$ cat src/design/i2cms_pkg.sv
// ----------------------------------------------------------------------------
// i2cms_pkg
// Shared constants, codes and controller/datapath interface types for the
// I2C master transfer sequencer.
// ----------------------------------------------------------------------------
package i2cms_pkg;

   // Buffer sizing
   localparam int BUF_DEPTH = 16;
   localparam int LEN_CAP   = (BUF_DEPTH < 16) ? BUF_DEPTH : 16;
   localparam int ADDR_W    = (LEN_CAP > 1) ? $clog2(LEN_CAP) : 1;

   // Field widths
   localparam int CMD_W  = 2;
   localparam int BYTE_W = 8;
   localparam int IDX_W  = 4;
   localparam int SADR_W = 7;
   localparam int LEN_W  = 5;
   localparam int ACT_W  = 3;
   localparam int POS_W  = 5;

   // Request commands
   localparam logic [CMD_W-1:0] CMD_LOAD    = 2'd0;
   localparam logic [CMD_W-1:0] CMD_START_W = 2'd1;
   localparam logic [CMD_W-1:0] CMD_START_R = 2'd2;
   localparam logic [CMD_W-1:0] CMD_EVENT   = 2'd3;

   // Response actions
   localparam logic [ACT_W-1:0] ACT_NONE    = 3'd0;
   localparam logic [ACT_W-1:0] ACT_REFUSED = 3'd1;
   localparam logic [ACT_W-1:0] ACT_START   = 3'd2;
   localparam logic [ACT_W-1:0] ACT_WRITE   = 3'd3;
   localparam logic [ACT_W-1:0] ACT_STOP    = 3'd4;
   localparam logic [ACT_W-1:0] ACT_RCV_EN  = 3'd5;
   localparam logic [ACT_W-1:0] ACT_ACK     = 3'd6;
   localparam logic [ACT_W-1:0] ACT_DELIVER = 3'd7;

   // Response byte source
   localparam int BSEL_W = 3;
   localparam logic [BSEL_W-1:0] BSEL_ZERO   = 3'd0;
   localparam logic [BSEL_W-1:0] BSEL_ADDR_W = 3'd1;
   localparam logic [BSEL_W-1:0] BSEL_ADDR_R = 3'd2;
   localparam logic [BSEL_W-1:0] BSEL_TX     = 3'd3;
   localparam logic [BSEL_W-1:0] BSEL_RX     = 3'd4;

   // Commands from controller to datapath
   typedef struct packed {
      logic              capture;
      logic              tx_wr;
      logic              rx_wr;
      logic              addr_ld;
      logic              tx_cnt_ld;
      logic              tx_pos_clr;
      logic              tx_pos_inc;
      logic              rx_cnt_ld;
      logic              rx_pos_clr;
      logic              rx_pos_inc;
      logic              dlv_clr;
      logic              dlv_inc;
      logic              emit;
      logic [ACT_W-1:0]  action;
      logic [BSEL_W-1:0] bsel;
      logic              ack_bit;
      logic              last;
   } ctrl_cmd_type;

   // Status from datapath to controller
   typedef struct packed {
      logic [CMD_W-1:0] cmd;
      logic             busy;
      logic             nack;
      logic             tx_pos_ok;
      logic             tx_done_next;
      logic             rx_done_next;
      logic             dlv_last;
      logic             rx_cnt_zero;
      logic             out_free;
   } dp_status_type;

endpackage

$ cat src/design/i2cms_dp.sv
// ----------------------------------------------------------------------------
// i2cms_dp
// Datapath: captured request, address and length registers, transmit and
// receive buffers, delivery counter and the response register.
// ----------------------------------------------------------------------------
module i2cms_dp (
   input  logic                                clock,
   input  logic                                reset,
   input  i2cms_pkg::ctrl_cmd_type             ctl,
   output i2cms_pkg::dp_status_type            sts,
   input  logic [i2cms_pkg::CMD_W-1:0]         req_cmd,
   input  logic [i2cms_pkg::BYTE_W-1:0]        req_data_byte,
   input  logic [i2cms_pkg::IDX_W-1:0]         req_buffer_index,
   input  logic [i2cms_pkg::SADR_W-1:0]        req_slave_address,
   input  logic [i2cms_pkg::LEN_W-1:0]         req_length,
   input  logic                                req_bus_busy,
   input  logic                                req_ack_status,
   output logic                                rsp_valid,
   input  logic                                rsp_stall,
   output logic [i2cms_pkg::ACT_W-1:0]         rsp_action,
   output logic [i2cms_pkg::BYTE_W-1:0]        rsp_out_byte,
   output logic                                rsp_ack_bit,
   output logic                                rsp_last
);

   localparam logic [i2cms_pkg::POS_W-1:0] CAP = i2cms_pkg::POS_W'(i2cms_pkg::LEN_CAP);

   // Captured request
   logic [i2cms_pkg::CMD_W-1:0]  cmd_ff;
   logic [i2cms_pkg::BYTE_W-1:0] byte_ff;
   logic [i2cms_pkg::IDX_W-1:0]  idx_ff;
   logic [i2cms_pkg::SADR_W-1:0] sadr_ff;
   logic [i2cms_pkg::LEN_W-1:0]  len_ff;
   logic                         busy_ff;
   logic                         nack_ff;

   // Transfer state
   logic [i2cms_pkg::SADR_W-1:0] taddr_ff;
   logic [i2cms_pkg::POS_W-1:0]  tx_cnt_ff, tx_pos_ff, rx_cnt_ff, rx_pos_ff, dlv_ff;
   logic [i2cms_pkg::POS_W-1:0]  tx_pos_in, rx_pos_in, dlv_in, len_clamp;

   // Buffers
   logic [i2cms_pkg::BYTE_W-1:0] tx_mem [i2cms_pkg::LEN_CAP];
   logic [i2cms_pkg::BYTE_W-1:0] rx_mem [i2cms_pkg::LEN_CAP];
   logic [i2cms_pkg::BYTE_W-1:0] tx_rd_ff, rx_rd_ff;

   // Response register
   logic                         rsp_valid_ff;
   logic [i2cms_pkg::ACT_W-1:0]  rsp_action_ff;
   logic [i2cms_pkg::BYTE_W-1:0] rsp_byte_ff;
   logic                         rsp_ack_ff, rsp_last_ff;
   logic [i2cms_pkg::BYTE_W-1:0] byte_sel;
   logic                         out_free;

   // Capture the request on acceptance
   always_ff @(posedge clock) begin
      if (ctl.capture) begin
         cmd_ff  <= req_cmd;
         byte_ff <= req_data_byte;
         idx_ff  <= req_buffer_index;
         sadr_ff <= req_slave_address;
         len_ff  <= req_length;
         busy_ff <= req_bus_busy;
         nack_ff <= req_ack_status;
      end
   end

   // Clamp the requested length into one to the buffer cap
   always_comb begin
      if (len_ff == '0) begin
         len_clamp = i2cms_pkg::POS_W'(1);
      end else if (len_ff > CAP) begin
         len_clamp = CAP;
      end else begin
         len_clamp = len_ff;
      end
   end

   assign tx_pos_in = tx_pos_ff + i2cms_pkg::POS_W'(1);
   assign rx_pos_in = rx_pos_ff + i2cms_pkg::POS_W'(1);
   assign dlv_in    = dlv_ff + i2cms_pkg::POS_W'(1);

   // Address, counts and positions
   always_ff @(posedge clock) begin
      if (reset) begin
         taddr_ff  <= '0;
         tx_cnt_ff <= '0;
         tx_pos_ff <= '0;
         rx_cnt_ff <= '0;
         rx_pos_ff <= '0;
         dlv_ff    <= '0;
      end else begin
         if (ctl.addr_ld) begin
            taddr_ff <= sadr_ff;
         end
         if (ctl.tx_cnt_ld) begin
            tx_cnt_ff <= len_clamp;
         end
         if (ctl.tx_pos_clr) begin
            tx_pos_ff <= '0;
         end else if (ctl.tx_pos_inc) begin
            tx_pos_ff <= tx_pos_in;
         end
         if (ctl.rx_cnt_ld) begin
            rx_cnt_ff <= len_clamp;
         end
         if (ctl.rx_pos_clr) begin
            rx_pos_ff <= '0;
         end else if (ctl.rx_pos_inc) begin
            rx_pos_ff <= rx_pos_in;
         end
         if (ctl.dlv_clr) begin
            dlv_ff <= '0;
         end else if (ctl.dlv_inc) begin
            dlv_ff <= dlv_in;
         end
      end
   end

   // Transmit buffer: write on load, read at the current position every cycle
   always_ff @(posedge clock) begin
      if (ctl.tx_wr && ({1'b0, idx_ff} < i2cms_pkg::POS_W'(i2cms_pkg::LEN_CAP))) begin
         tx_mem[idx_ff[i2cms_pkg::ADDR_W-1:0]] <= byte_ff;
      end
      tx_rd_ff <= tx_mem[tx_pos_ff[i2cms_pkg::ADDR_W-1:0]];
   end

   // Receive buffer: write on data event, read at the delivery count
   always_ff @(posedge clock) begin
      if (ctl.rx_wr && (rx_pos_ff < CAP)) begin
         rx_mem[rx_pos_ff[i2cms_pkg::ADDR_W-1:0]] <= byte_ff;
      end
      rx_rd_ff <= rx_mem[dlv_ff[i2cms_pkg::ADDR_W-1:0]];
   end

   // Select the response byte
   always_comb begin
      case (ctl.bsel)
         i2cms_pkg::BSEL_ADDR_W: byte_sel = {taddr_ff, 1'b0};
         i2cms_pkg::BSEL_ADDR_R: byte_sel = {taddr_ff, 1'b1};
         i2cms_pkg::BSEL_TX:     byte_sel = tx_rd_ff;
         i2cms_pkg::BSEL_RX:     byte_sel = rx_rd_ff;
         default:                byte_sel = '0;
      endcase
   end

   assign out_free = !rsp_valid_ff || !rsp_stall;

   // Response register: load on emit, drop once the transfer is taken
   always_ff @(posedge clock) begin
      if (reset) begin
         rsp_valid_ff <= 1'b0;
      end else if (ctl.emit) begin
         rsp_valid_ff <= 1'b1;
      end else if (!rsp_stall) begin
         rsp_valid_ff <= 1'b0;
      end
   end

   always_ff @(posedge clock) begin
      if (ctl.emit) begin
         rsp_action_ff <= ctl.action;
         rsp_byte_ff   <= byte_sel;
         rsp_ack_ff    <= ctl.ack_bit;
         rsp_last_ff   <= ctl.last;
      end
   end

   assign rsp_valid    = rsp_valid_ff;
   assign rsp_action   = rsp_action_ff;
   assign rsp_out_byte = rsp_byte_ff;
   assign rsp_ack_bit  = rsp_ack_ff;
   assign rsp_last     = rsp_last_ff;

   // Status back to the controller
   always_comb begin
      sts.cmd          = cmd_ff;
      sts.busy         = busy_ff;
      sts.nack         = nack_ff;
      sts.tx_pos_ok    = tx_pos_ff < CAP;
      sts.tx_done_next = tx_pos_in >= tx_cnt_ff;
      sts.rx_done_next = rx_pos_in >= rx_cnt_ff;
      sts.dlv_last     = dlv_in >= rx_cnt_ff;
      sts.rx_cnt_zero  = rx_cnt_ff == '0;
      sts.out_free     = out_free;
   end

endmodule

$ cat src/design/i2cms_ctrl.sv
// ----------------------------------------------------------------------------
// i2cms_ctrl
// Controller: request sequencing state machine and I2C transfer phase
// machine; drives datapath commands from the captured request and status.
// ----------------------------------------------------------------------------
module i2cms_ctrl (
   input  logic                          clock,
   input  logic                          reset,
   input  logic                          req_valid,
   output logic                          req_stall,
   input  i2cms_pkg::dp_status_type      sts,
   output i2cms_pkg::ctrl_cmd_type       ctl
);

   // Sequencer states
   localparam logic [1:0] S_IDLE    = 2'd0;
   localparam logic [1:0] S_EXEC    = 2'd1;
   localparam logic [1:0] S_DLV_RD  = 2'd2;
   localparam logic [1:0] S_DLV_OUT = 2'd3;

   // Transfer phases
   localparam logic [3:0] PH_IDLE    = 4'd0;
   localparam logic [3:0] PH_W_START = 4'd1;
   localparam logic [3:0] PH_W_ADDR  = 4'd2;
   localparam logic [3:0] PH_W_DONE  = 4'd3;
   localparam logic [3:0] PH_R_START = 4'd4;
   localparam logic [3:0] PH_R_ADDR  = 4'd5;
   localparam logic [3:0] PH_R_DATA  = 4'd6;
   localparam logic [3:0] PH_R_DONE  = 4'd7;

   logic [1:0] state_ff, state_in;
   logic [3:0] phase_ff, phase_in;

   always_ff @(posedge clock) begin
      if (reset) begin
         state_ff <= S_IDLE;
         phase_ff <= PH_IDLE;
      end else begin
         state_ff <= state_in;
         phase_ff <= phase_in;
      end
   end

   assign req_stall = state_ff != S_IDLE;

   // Decode the next step
   always_comb begin
      state_in = state_ff;
      phase_in = phase_ff;
      ctl      = '0;
      ctl.bsel = i2cms_pkg::BSEL_ZERO;

      unique case (state_ff)
         S_IDLE: begin
            if (req_valid) begin
               ctl.capture = 1'b1;
               state_in    = S_EXEC;
            end
         end

         S_EXEC: begin
            if (sts.out_free) begin
               ctl.emit   = 1'b1;
               ctl.last   = 1'b1;
               ctl.action = i2cms_pkg::ACT_NONE;
               state_in   = S_IDLE;
               unique case (sts.cmd)
                  i2cms_pkg::CMD_LOAD: begin
                     ctl.tx_wr = 1'b1;
                  end
                  i2cms_pkg::CMD_START_W: begin
                     ctl.addr_ld = 1'b1;
                     if (sts.busy) begin
                        ctl.action = i2cms_pkg::ACT_REFUSED;
                     end else begin
                        ctl.tx_cnt_ld  = 1'b1;
                        ctl.tx_pos_clr = 1'b1;
                        ctl.action     = i2cms_pkg::ACT_START;
                        phase_in       = PH_W_START;
                     end
                  end
                  i2cms_pkg::CMD_START_R: begin
                     ctl.addr_ld    = 1'b1;
                     ctl.rx_cnt_ld  = 1'b1;
                     ctl.rx_pos_clr = 1'b1;
                     ctl.action     = i2cms_pkg::ACT_START;
                     phase_in       = PH_R_START;
                  end
                  i2cms_pkg::CMD_EVENT: begin
                     case (phase_ff)
                        PH_W_START: begin
                           ctl.action = i2cms_pkg::ACT_WRITE;
                           ctl.bsel   = i2cms_pkg::BSEL_ADDR_W;
                           phase_in   = PH_W_ADDR;
                        end
                        PH_W_ADDR: begin
                           if (!sts.nack && sts.tx_pos_ok) begin
                              ctl.action     = i2cms_pkg::ACT_WRITE;
                              ctl.bsel       = i2cms_pkg::BSEL_TX;
                              ctl.tx_pos_inc = 1'b1;
                              if (sts.tx_done_next) begin
                                 phase_in = PH_W_DONE;
                              end
                           end
                        end
                        PH_W_DONE: begin
                           if (!sts.nack) begin
                              ctl.action     = i2cms_pkg::ACT_STOP;
                              ctl.tx_pos_clr = 1'b1;
                              phase_in       = PH_IDLE;
                           end
                        end
                        PH_R_START: begin
                           ctl.action = i2cms_pkg::ACT_WRITE;
                           ctl.bsel   = i2cms_pkg::BSEL_ADDR_R;
                           phase_in   = PH_R_ADDR;
                        end
                        PH_R_ADDR: begin
                           if (!sts.nack) begin
                              ctl.action = i2cms_pkg::ACT_RCV_EN;
                           end
                           phase_in = PH_R_DATA;
                        end
                        PH_R_DATA: begin
                           ctl.rx_wr      = 1'b1;
                           ctl.rx_pos_inc = 1'b1;
                           ctl.action     = i2cms_pkg::ACT_ACK;
                           ctl.ack_bit    = sts.rx_done_next;
                           phase_in       = sts.rx_done_next ? PH_R_DONE : PH_R_ADDR;
                        end
                        PH_R_DONE: begin
                           // Stop, then hand over the received bytes
                           ctl.action     = i2cms_pkg::ACT_STOP;
                           ctl.last       = sts.rx_cnt_zero;
                           ctl.rx_pos_clr = 1'b1;
                           ctl.dlv_clr    = 1'b1;
                           phase_in       = PH_IDLE;
                           state_in       = sts.rx_cnt_zero ? S_IDLE : S_DLV_RD;
                        end
                        default: begin
                           ctl.action = i2cms_pkg::ACT_NONE;
                        end
                     endcase
                  end
                  default: begin
                     ctl.action = i2cms_pkg::ACT_NONE;
                  end
               endcase
            end
         end

         S_DLV_RD: begin
            // Wait for the buffer read at the delivery count
            state_in = S_DLV_OUT;
         end

         S_DLV_OUT: begin
            if (sts.out_free) begin
               ctl.emit    = 1'b1;
               ctl.action  = i2cms_pkg::ACT_DELIVER;
               ctl.bsel    = i2cms_pkg::BSEL_RX;
               ctl.last    = sts.dlv_last;
               ctl.dlv_inc = 1'b1;
               state_in    = sts.dlv_last ? S_IDLE : S_DLV_RD;
            end
         end

         default: begin
            state_in = S_IDLE;
         end
      endcase
   end

endmodule

$ cat src/design/i2c_master_transfer_sequencer_core.sv
// ----------------------------------------------------------------------------
// i2c_master_transfer_sequencer_core
// Timing: the execute step loads an item's first result into the response
// register, waiting while the output is stalled; no new item is taken until
// it is done; a read ends with one buffer read and one response load per byte.
// Reset: synchronous, active high; idle phase, counts and address cleared,
// buffers hold their contents until written.
// ----------------------------------------------------------------------------
module i2c_master_transfer_sequencer_core (
   input  logic                                clock,
   input  logic                                reset,
   input  logic                                req_valid,
   output logic                                req_stall,
   input  logic [i2cms_pkg::CMD_W-1:0]         req_cmd,
   input  logic [i2cms_pkg::BYTE_W-1:0]        req_data_byte,
   input  logic [i2cms_pkg::IDX_W-1:0]         req_buffer_index,
   input  logic [i2cms_pkg::SADR_W-1:0]        req_slave_address,
   input  logic [i2cms_pkg::LEN_W-1:0]         req_length,
   input  logic                                req_bus_busy,
   input  logic                                req_ack_status,
   output logic                                rsp_valid,
   input  logic                                rsp_stall,
   output logic [i2cms_pkg::ACT_W-1:0]         rsp_action,
   output logic [i2cms_pkg::BYTE_W-1:0]        rsp_out_byte,
   output logic                                rsp_ack_bit,
   output logic                                rsp_last
);

   i2cms_pkg::ctrl_cmd_type  ctl;
   i2cms_pkg::dp_status_type sts;

   i2cms_ctrl u_ctrl (
      .clock     (clock),
      .reset     (reset),
      .req_valid (req_valid),
      .req_stall (req_stall),
      .sts       (sts),
      .ctl       (ctl)
   );

   i2cms_dp u_dp (
      .clock             (clock),
      .reset             (reset),
      .ctl               (ctl),
      .sts               (sts),
      .req_cmd           (req_cmd),
      .req_data_byte     (req_data_byte),
      .req_buffer_index  (req_buffer_index),
      .req_slave_address (req_slave_address),
      .req_length        (req_length),
      .req_bus_busy      (req_bus_busy),
      .req_ack_status    (req_ack_status),
      .rsp_valid         (rsp_valid),
      .rsp_stall         (rsp_stall),
      .rsp_action        (rsp_action),
      .rsp_out_byte      (rsp_out_byte),
      .rsp_ack_bit       (rsp_ack_bit),
      .rsp_last          (rsp_last)
   );

endmodule
$ cat config.mk
export PLATFORM = sky130hd
export DESIGN_NAME = i2c_master_transfer_sequencer_core
export DESIGN_NICKNAME = d
export VERILOG_FILES = /design/src/design/i2cms_pkg.sv /design/src/design/i2cms_dp.sv /design/src/design/i2cms_ctrl.sv /design/src/design/i2c_master_transfer_sequencer_core.sv
export SDC_FILE = /design/constraint.sdc
export NUM_CORES = 1
export LEC_CHECK = 0
export BUFFER_PORTS_ARGS = -buffer_cell sky130_fd_sc_hd__buf_4
export CORE_ASPECT_RATIO = 0.7
export CORE_UTILIZATION = 65
export CTS_CLUSTER_DIAMETER = 120
export DETAILED_ROUTE_END_ITERATION = 10
export PLACE_DENSITY = 0.93
export SYNTH_ARGS = -nofsm -noshare
export SYNTH_HDL_FRONTEND = slang
export SYNTH_SLANG_ARGS = --single-unit
export TNS_END_PERCENT = 10
$ cat constraint.sdc
create_clock -name clock -period 4.9 [get_ports clock]
set_input_delay 0.735 -clock clock [delete_from_list [all_inputs] [get_ports clock]]
set_output_delay 0.735 -clock clock [all_outputs]
set_load 0.1 [all_outputs]
==> metrics.md <==
| Metric | Value |
|---|---|
| Synthesized-area fraction occupied by adder cells | 2.31% |
| Setup violators final | 0 |
| Seq pwr share | 55.5% |
| Worst Setup Path Type | reg2reg |
| Vias | 7910 |
| Startpoint types | flip-flop |
| Finished Layout Cells | 1178 |
| CP required | 5130 ps |
| Clock Path Buffers | 3 |
| Final Critical Period | 3090 ps |
| IO Count | 47 |
| Area delta synth->final | 11.6% |
| GR Util met3 | 6.84% |
| GRT overflow | 0 |
| Slew headroom | 8.81% |
| Die height | 125 um |
| Drt drc | 0 |
| Power share of the clock group | 41.0% |
| Die area | 22300 um^2 |
| Seq/Total Area, Yosys | 71.0% |
| RSZ-0062 raised after global routing | false |
| EDFF count, synth | 297 |
| Ant diodes | 0 |
| First drt pass iteration count | 7 |
| DP HPWL | 19.6 mm |
| Site row count | 44 |
| Max Freq | 323 MHz |
| Post-CTS Setup Repair Bufs | 0 |
| Multiplexer share of the synthesized area | 11.9% |
| Largest family of logic cells by synthesized area | multiplexers |
| FF-to-FF setup slack | 1810 ps |
| Tot Pwr | 6.00 mW |
| First-pass GRT wire length | 47.8 mm |
| Ys flop type | edfxtp_1 |
| Critical path arrival | 3320 ps |
| CTS Sinks | 351 |
| CTS tree | yes |
| Reg2Reg Depth | 6 |
| Slew @ Worst Pin | 1370 ps |
| Switching Share | 21.3% |
| Via density | 6.71 |
| Switching power total | 1.28 mW |
| Combinational share of power | 3.5% |
| Post-layout nets | 935 |
| Syn avg cell area | 17.0 um^2 |
| Fillcell total | 1144 |
| Crit Reg-Reg Endpoint | u_dp.rx_mem[9][3] |
| CTS Hold Bufs | 0 |
| GP Congestion | 0.923 |
| Min-Delay Endpoint | u_dp.byte_ff[5] |
| Pwr dens | 381 nW/um^2 |
| Max rail drop VDD | 0.413 mV |
| Initial antenna violation count | 0 |
| Initial Utilization | 67.2% |
| All-Layer GR Usage | 29.6% |
| Setup ws final | 1810 ps |
| Final Cycle Share | 63.1% |
| DRT Wirelength | 31.7 mm |
| Worst hold stages | 1 |
| Min-Delay Startpoint | req_data_byte[5] |
| Synth Register Bits | 351 |
| FFs w/ async S/R, synth | 0% |
| Port bufs | 46 |
| Share of post-route cells with drive strength above 1 | 20.7% |
| Post-Syn Area | 14100 um^2 |
| Largest net degree at the start of global routing | 37 |
| Synth Area in XOR/XNOR | 1.24% |
| Number of max-cap violations | 0 |
| Number of global-route vias before repair | 7714 |
| Hold Crit Class | in2reg |
| Post-Place Cells | 1120 |
| Setup TNS | 0 ps |
| Layer with the highest usage | met1 |
| Synth cell types | 54 |
| Post-synthesis compound-gate area fraction | 4.66% |
| Pre-CTS WS | 1450 ps |
| GR Util met2 | 43.8% |
| Resize count post-CTS | 0 |
| Core area | 21000 um^2 |
| Syn nets | 887 |
| Routed length per instance | 26.9 um |
| Clock root buffer | clkbuf_16 |
| Die X | 178 um |
| Routed Antenna Nets | 0 |
| Final Max Tran Viols | 0 |
| Cells after Synth | 829 |
| Cell-internal power | 4.72 mW |
| Synth Area in Simple Gates | 6.90% |
| Crit. End Element | flip-flop |
| Synth warn | 0 |
| Final Hold Vio Count | 0 |
| Iteration-0 DRC Markers | 1203 |
| H-tree levels | 1 |
| Met1 usage | 45.3% |
| Num CTS Buffers | 31 |
| Lkg Pwr | 5.14 nW |
| Worst hold slack | 329 ps |
| Status | complete, no violations |
| CTS clk-pin slew, worst paths | 70 ps |
| Clock Skews | 20.1 ps |
| Clk Latency, worst-skew pair | 580 ps |
| RR Startpoint | u_dp.cmd_ff[0] |
| Top fanout value on the critical path | 15 |
-- worst max-delay path by stage --
| stage | to | startpoint |
|---|---|---|
| 2_1_floorplan | u_dp.tx_mem[0][0] | u_dp.rsp_valid |
| 3_3_place_gp | u_dp.tx_mem[0][1] | rsp_stall |
| 3_5_place_dp | u_dp.tx_mem[0][7] | rsp_stall |
| 4_1_cts | u_dp.rx_mem[9][2] | u_dp.cmd_ff[0] |
| 5_1_grt | u_dp.rx_mem[9][3] | u_dp.cmd_ff[0] |
| 6_report | u_dp.rx_mem[9][3] | u_dp.cmd_ff[0] |
-- Yosys cell counts (2+ instances only) --
master	n	share of area, %
a21oi_1	40	1.4
mux2i_1	23	1.6
o21a_1	2	0.11
nand4_1	6	0.27
xor2_1	12	0.75
buf_4	4	0.21
ha_1	26	2.3
xnor2_1	8	0.50
and2_1	17	0.75
nand2_1	32	0.85
nor3_1	10	0.36
o21bai_1	2	0.11
inv_1	24	0.64
clkbuf_1	23	0.61
a211oi_1	19	1.0
a222oi_1	7	0.50
dfxtp_1	54	7.7
o211ai_1	2	0.11
mux4_2	64	10
edfxtp_1	297	63
nand4b_1	2	0.12
buf_1	4	0.11
nor3b_1	2	0.11
nor4_1	2	0.089
nand2b_1	13	0.58
nor2b_1	20	0.89
buf_2	11	0.39
or3_4	2	0.16
nor2_1	44	1.2
nand3_1	19	0.67
and3_1	4	0.18
o21ai_0	9	0.32
a21o_1	4	0.21
-- layout by cell type (no fill, tap or decap), types with 3 or more instances in the layout --
cell type	instances
and2_1	17
and3_1	4
ha_1	26
nor3_1	10
nand3_1	19
a21o_1	4
nand2b_1	13
nand2_1	32
a222oi_1	7
o21ai_0	9
a21oi_1	40
nand4_1	6
clkbuf_16	32
xor2_1	12
edfxtp_1	297
xnor2_1	8
clkinv_2	3
mux4_2	64
nor2b_1	20
mux2i_1	23
clkbuf_1	8
clkbuf_8	8
dfxtp_1	52
a211oi_1	19
inv_1	24
buf_4	58
nor2_1	43
-- per-stage QoR --
step | area, um^2 | utilization [%]
6_report | 15700 | 75.0
5_1_grt | 15700 | 75.0
4_1_cts | 15700 | 75.0
3_5_place_dp | 14700 | 70.0
3_3_place_gp | 14700 | 70.0
2_1_floorplan | 14100 | -
-- area by class of cell --
class | instances | area, um^2 | area share [%]
Clock buffer | 49 | 948 | 6.03
Clock inverter | 9 | 92.6 | 0.589
Inverter | 25 | 93.8 | 0.597
Multi-Input combinational cell | 410 | 3810 | 24.2
Sequential cell | 351 | 10000 | 63.6
Tap cell | 276 | 345 | 2.20
Timing Repair Buffer | 58 | 435 | 2.77
-- power by group through the flow --
stage | registers, mW | logic [mW] | clock network (mW)
after floorplan | 3.42 | 0.0742 | 0
after global placement | 3.39 | 0.200 | 0
after detailed placement | 3.39 | 0.206 | 0
after CTS | 3.33 | 0.207 | 2.47
after global routing | 3.33 | 0.218 | 2.58
final | 3.33 | 0.210 | 2.46
-- cell families (layout without fill, tap and decap cells) --
| kind of cell | Yosys count | in the layout |
|---|---|---|
| xor+xnor | 20 | 20 |
| compound gates | 96 | 96 |
| simple gates | 181 | 181 |
| flops | 351 | 351 |
| fa+ha+maj | 26 | 26 |
| mux | 87 | 87 |
| buf+inv | 68 | 141 |
-- per-layer routing --
| metal | vias up | routed length [um] |
|---|---|---|
| met5 | - | 0 |
| met4 | 0 | 678 |
| met3 | 67 | 3740 |
| met2 | 596 | 14400 |
| met1 | 3932 | 12900 |
| li1 | 3315 | - |
-- state kept, by name, summed over array words and instances, names as in the netlist, 4 cells and up --
register	count
u_dp.len_ff	5
u_dp.dlv_ff	5
u_dp.byte_ff	8
u_dp.rx_mem	128
u_dp.rx_cnt_ff	5
u_dp.rsp_out_byte	8
u_dp.idx_ff	4
u_dp.rx_rd_ff	8
u_dp.tx_mem	128
u_dp.tx_rd_ff	8
u_dp.rx_pos_ff	5
u_dp.taddr_ff	7
u_dp.tx_pos_ff	5
u_dp.tx_cnt_ff	5
u_dp.sadr_ff	7
-- critical path: stages, from the launching register on --
cell and delay (ps):
edfxtp_1 390, ha_1 530, nand2_1 300, nor4_4 400, nand2_1 190, nor3_1 450, and2_1 500
Note: power is estimated with default switching activity, not from simulation.
